$ cat src/rtl/bpra_pkg.sv
// ----------------------------------------------------------------------------
// bpra_pkg
// Shared codes, field widths and controller/datapath interface structs for
// the bitmap page run allocator.
// ----------------------------------------------------------------------------
package bpra_pkg;

   // payload field widths
   localparam int REQ_TYPE_W     = 1;
   localparam int ALLOC_BYTES_W  = 30;
   localparam int FREE_ADDR_W    = 29;
   localparam int STATUS_W       = 2;
   localparam int BLOCK_ADDR_W   = 29;
   localparam int FIRST_PAGE_W   = 10;
   localparam int PAGE_COUNT_W   = 11;
   localparam int ACTIVE_PAGES_W = 11;

   // width of byte size / address arithmetic (one carry bit above the size)
   localparam int SUM_W = ALLOC_BYTES_W + 1;

   localparam logic [ACTIVE_PAGES_W-1:0] ACTIVE_PAGES_RESET = 11'd1024;

   // request kinds
   localparam logic [REQ_TYPE_W-1:0] REQ_ALLOC = 1'b0;
   localparam logic [REQ_TYPE_W-1:0] REQ_FREE  = 1'b1;

   // result status codes
   localparam logic [STATUS_W-1:0] ST_DONE    = 2'd0;
   localparam logic [STATUS_W-1:0] ST_NULL    = 2'd1;
   localparam logic [STATUS_W-1:0] ST_NOSPACE = 2'd2;
   localparam logic [STATUS_W-1:0] ST_UNKNOWN = 2'd3;

   // controller -> datapath
   typedef struct packed {
      logic                load;           // latch request word
      logic                scan_start;     // reset scan pointer and run
      logic                scan_step;      // one bitmap page per cycle
      logic                span_from_scan; // hit: set up mark span, record run
      logic                span_from_free; // start found: set up clear span
      logic                span_step;      // write one page of the span
      logic                span_set;       // 1 mark used, 0 clear
      logic                free_read;      // look up start page of a free
      logic                res_load;       // load result register
      logic [STATUS_W-1:0] res_code;
   } bpra_cmd_type;

   // datapath -> controller
   typedef struct packed {
      logic is_free;
      logic zero_bytes;
      logic too_big;
      logic misaligned;
      logic out_of_range;
      logic addr_zero;
      logic scan_hit;
      logic scan_end;
      logic span_last;
      logic start_bit;
      logic rsp_free;
   } bpra_stat_type;

endpackage

$ cat src/rtl/bpra_ctrl.sv
// ----------------------------------------------------------------------------
// bpra_ctrl
// Controller: clearing pass, request decode, scan, mark/clear spans and
// result hand-off.
// ----------------------------------------------------------------------------
module bpra_ctrl (
   input  logic                    clock,
   input  logic                    reset,
   input  logic                    req_valid,
   output logic                    req_ready,
   input  bpra_pkg::bpra_stat_type stat,
   output bpra_pkg::bpra_cmd_type  cmd
);
   import bpra_pkg::*;

   localparam logic [2:0] S_CLEAR  = 3'd0;
   localparam logic [2:0] S_IDLE   = 3'd1;
   localparam logic [2:0] S_DECIDE = 3'd2;
   localparam logic [2:0] S_SCAN   = 3'd3;
   localparam logic [2:0] S_MARK   = 3'd4;
   localparam logic [2:0] S_FCHK   = 3'd5;
   localparam logic [2:0] S_FCLR   = 3'd6;
   localparam logic [2:0] S_OUT    = 3'd7;

   logic [2:0]          state_ff, state_in;
   logic [STATUS_W-1:0] code_ff, code_in;
   logic [STATUS_W-1:0] miss_code;

   // unknown page: address zero reads as a null free
   assign miss_code = stat.addr_zero ? ST_NULL : ST_UNKNOWN;

   always_comb begin
      state_in  = state_ff;
      code_in   = code_ff;
      cmd       = '0;
      req_ready = 1'b0;
      case (state_ff)
         S_CLEAR: begin
            cmd.span_step = 1'b1;
            if (stat.span_last) begin
               state_in = S_IDLE;
            end
         end
         S_IDLE: begin
            req_ready = 1'b1;
            if (req_valid) begin
               cmd.load = 1'b1;
               state_in = S_DECIDE;
            end
         end
         S_DECIDE: begin
            if (!stat.is_free) begin
               if (stat.zero_bytes) begin
                  code_in  = ST_NULL;
                  state_in = S_OUT;
               end else if (stat.too_big) begin
                  code_in  = ST_NOSPACE;
                  state_in = S_OUT;
               end else begin
                  cmd.scan_start = 1'b1;
                  state_in       = S_SCAN;
               end
            end else if (stat.misaligned) begin
               code_in  = ST_UNKNOWN;
               state_in = S_OUT;
            end else if (stat.out_of_range) begin
               code_in  = miss_code;
               state_in = S_OUT;
            end else begin
               cmd.free_read = 1'b1;
               state_in      = S_FCHK;
            end
         end
         S_SCAN: begin
            cmd.scan_step = 1'b1;
            if (stat.scan_hit) begin
               cmd.span_from_scan = 1'b1;
               state_in           = S_MARK;
            end else if (stat.scan_end) begin
               code_in  = ST_NOSPACE;
               state_in = S_OUT;
            end
         end
         S_MARK: begin
            cmd.span_step = 1'b1;
            cmd.span_set  = 1'b1;
            if (stat.span_last) begin
               code_in  = ST_DONE;
               state_in = S_OUT;
            end
         end
         S_FCHK: begin
            if (stat.start_bit) begin
               cmd.span_from_free = 1'b1;
               state_in           = S_FCLR;
            end else begin
               code_in  = miss_code;
               state_in = S_OUT;
            end
         end
         S_FCLR: begin
            cmd.span_step = 1'b1;
            if (stat.span_last) begin
               code_in  = ST_DONE;
               state_in = S_OUT;
            end
         end
         S_OUT: begin
            if (stat.rsp_free) begin
               cmd.res_load = 1'b1;
               cmd.res_code = code_ff;
               state_in     = S_IDLE;
            end
         end
         default: begin
            state_in = S_IDLE;
         end
      endcase
   end

   always_ff @(posedge clock) begin
      if (reset) begin
         state_ff <= S_CLEAR;
         code_ff  <= ST_DONE;
      end else begin
         state_ff <= state_in;
         code_ff  <= code_in;
      end
   end

endmodule

$ cat config.mk
export PLATFORM = sky130hd
export DESIGN_NAME = bpra_ctrl
export DESIGN_NICKNAME = d
export VERILOG_FILES = /design/src/rtl/bpra_pkg.sv /design/src/rtl/bpra_ctrl.sv
export SDC_FILE = /design/constraint.sdc
export NUM_CORES = 1
export LEC_CHECK = 0
export ABC_CLOCK_PERIOD_IN_PS = 1700
export BUFFER_PORTS_ARGS = -buffer_cell sky130_fd_sc_hd__buf_2
export CORE_AREA = 4 4 41 43
export CTS_CLUSTER_SIZE = 16
export DETAILED_ROUTE_END_ITERATION = 10
export DIE_AREA = 0 0 45 47
export GPL_ROUTABILITY_DRIVEN = 0
export PLACE_DENSITY = 0.77
export SETUP_SLACK_MARGIN = 0.3
export SYNTH_ARGS = -nofsm -noshare
export SYNTH_HDL_FRONTEND = slang
export SYNTH_SLANG_ARGS = --single-unit
$ cat constraint.sdc
create_clock -name clock -period 1.7 [get_ports clock]
set_input_delay 0.17 -clock clock [delete_from_list [all_inputs] [get_ports clock]]
set_output_delay 0.17 -clock clock [all_outputs]
set_load 0.01 [all_outputs]
==> flow_metrics.tcl <==
set metrics [dict create \
    cts.sinks 5 \
    routed-via-count 762 \
    drive_above_1_share 0.523 \
    avgSynthCellArea_sq_um 7.01 \
    cp-startpoint "state_ff[1]" \
    h-tree-depth 1 \
    wl_per_cell_microns 15.7 \
    max_freq_mhz 697 \
    p_total_uw 771 \
    grt_util_all_layers 0.170 \
    finalHoldViolCount 0 \
    fin_area_sq_um 832 \
    die_x_microns 45 \
    grt_overflow_total 0 \
    worstMarginPinSlew_ns 0.325 \
    ir_drop_mv 0.514 \
    io_pins 26 \
    layout.cells.non_filler 126 \
    min_path_cells 2 \
    firstDrtPassIters 4 \
    final_core_util 0.639 \
    criticalPathCategory "reg2reg" \
    slew_headroom 0.782 \
    worst-endpoint-required_ns 1.85 \
    start_util 0.377 \
    antenna_cells 0 \
    synthFlopType "dfxtp_1" \
    grt_max_degree 14 \
    wirelength_microns 1970 \
    cp-start-kind "flop" \
    numCtsBuffers 3 \
    drv_slew 0 \
    rsz0062_at_grt "true" \
    holdCritStartpoint "reset" \
    core_sq_mm 0.00130 \
    final_nets 126 \
    fillers 114 \
    clk_pin_slew_ns 0.05 \
    fin_skew_ns 0.0123 \
    synth-seq-cells 5 \
    grt_pass1_vias 633 \
    postRouteAntennaNets 0 \
    seq_area_frac_synth 0.204 \
    dpl.hpwl_microns 1160 \
    clock_latency_ns 0.26 \
    finalCritPeriodShare 0.843 \
    ys_async_sr_fraction 0 \
    netlist-cell-type-count 30 \
    drc 0 \
    area_delta_synth_final_pct 69.6 \
    synthesis.area_sq_um 490 \
    vias_per_cell 6.05 \
    timing.setup.tns_ns 0 \
    syn_nets 84 \
    worstReg2RegStart "state_ff[1]" \
    root_buffer "clkbuf_4" \
    dieArea_sq_mm 0.00212 \
    synth-edff-count 0 \
    cts_hold_buf 0 \
    core.rowCount 13 \
    cp.arrival_ns 1.58 \
    synth_cells 70 \
    drtIter0Drc 53 \
    cts_tree "built" \
    p_leak_nw 0.408 \
    rr_worst_depth 5 \
    io_buffers 25 \
    hp-class "in2reg" \
    maxCapViolCount 0 \
    yosysWarnings 0 \
    cts_buffer_depth 2 \
    end_kind "flop" \
    antenna_found_initial 0 \
    crit_fanout 7 \
    setup_viol 0 \
    place_area_sq_um 639 \
    grt_pass1_wl_microns 2540 \
    fin_crit_ns 1.43 \
    status "completed" \
    power.density_mw_per_mm2 927 \
    dpl.cell_count 109 \
    die_height_microns 47 \
]
-- metal layers --
metal,GRT usage,vias to the layer above,share of wire
met1,0.176,354,0.37
met4,0.105,0,0.044
met5,0,-,0
met3,0.0651,13,0.12
met2,0.291,56,0.47
li1,-,339,-
-- cells in the mapped netlist, types with 2 or more instances --
cell type  count  share of area
nor2_1         5          0.038
dfxtp_1        5           0.20
a221oi_1       2          0.036
or3b_1         2          0.036
nand2_1        3          0.023
a21oi_1        3          0.031
nor2b_1        4          0.051
and2_1         4          0.051
clkbuf_1       2          0.015
nor3_1         6          0.061
inv_1          4          0.031
buf_2          2          0.020
o21ai_0        7          0.071
and3_1         3          0.038
nand2b_1       3          0.038
-- stage by stage --
| step | setup WS (ns) | hold WS [ns] |
|---|---|---|
| 3_5_place_dp | 0.134 | 0.440 |
| 3_3_place_gp | 0.158 | 0.435 |
| 2_1_floorplan | 0.324 | 0.242 |
| 4_1_cts | 0.269 | 0.152 |
| 5_1_grt | 0.229 | 0.161 |
| 6_report | 0.266 | 0.172 |
-- power breakdown --
part           switching, mW  internal [mW]  leakage [nW]
sequential            0.0359          0.150        0.0431
combinational          0.209          0.227         0.350
clock                 0.0604         0.0894        0.0150
total                  0.305          0.466         0.408
-- logic make-up after synthesis --
kind of cell | synth area share
simple gates | 0.411
flops | 0.204
mux | 0.0510
buf+inv | 0.0663
compound gates | 0.268
-- registers in the layout (all words and copies together) (netlist names) --
signal and count:
state_ff 3, code_ff 2
-- worst max-delay path, cell delays in order, from the launching register on --
cell,delay [ns]
dfxtp_4,0.36
buf_4,0.14
nor3b_2,0.20
o21ai_1,0.10
a32o_2,0.24
mux2_4,0.29
-- final cells by class --
| type | count | area [sq um] | area share |
|---|---|---|---|
| Clock buffer | 4 | 26.3 | 0.0316 |
| Tap cell | 15 | 18.8 | 0.0226 |
| Sequential cell | 5 | 111 | 0.134 |
| Multi-Input combinational cell | 57 | 404 | 0.486 |
| Timing Repair Buffer | 41 | 256 | 0.308 |
| Inverter | 4 | 15.0 | 0.0180 |
-- repair_timing --
action,CTS,global route
pin swaps,1,7
buffers inserted,4,9
resized for setup,11,13
hold endpoints to repair,0,0
gates cloned,0,0
endpoints found under the setup margin,16,10
-- layout by cell type, fill, tap and decap left out, types with 2 or more instances in the layout --
cell and instances:
buf_2 24, buf_4 13, o21ai_0 6, nor2_1 5
nor3_1 5, inv_1 3, nand2b_1 3, nor2b_1 3
a21oi_1 3, clkbuf_4 3, buf_6 3, dfxtp_4 3
and2_4 2, and2_1 2, and3_1 2, or3b_1 2
a221oi_1 2, nand2_1 2, dfxtp_1 2
-- final timing paths --
kind,endpoint,slack [ns]
worst min register to register,code_ff[0],0.50
worst max-delay path,code_ff[1],0.27
worst max register to register,code_ff[1],0.27
worst min-delay path,state_ff[0],0.17
Power figures use the tool's default switching activity.
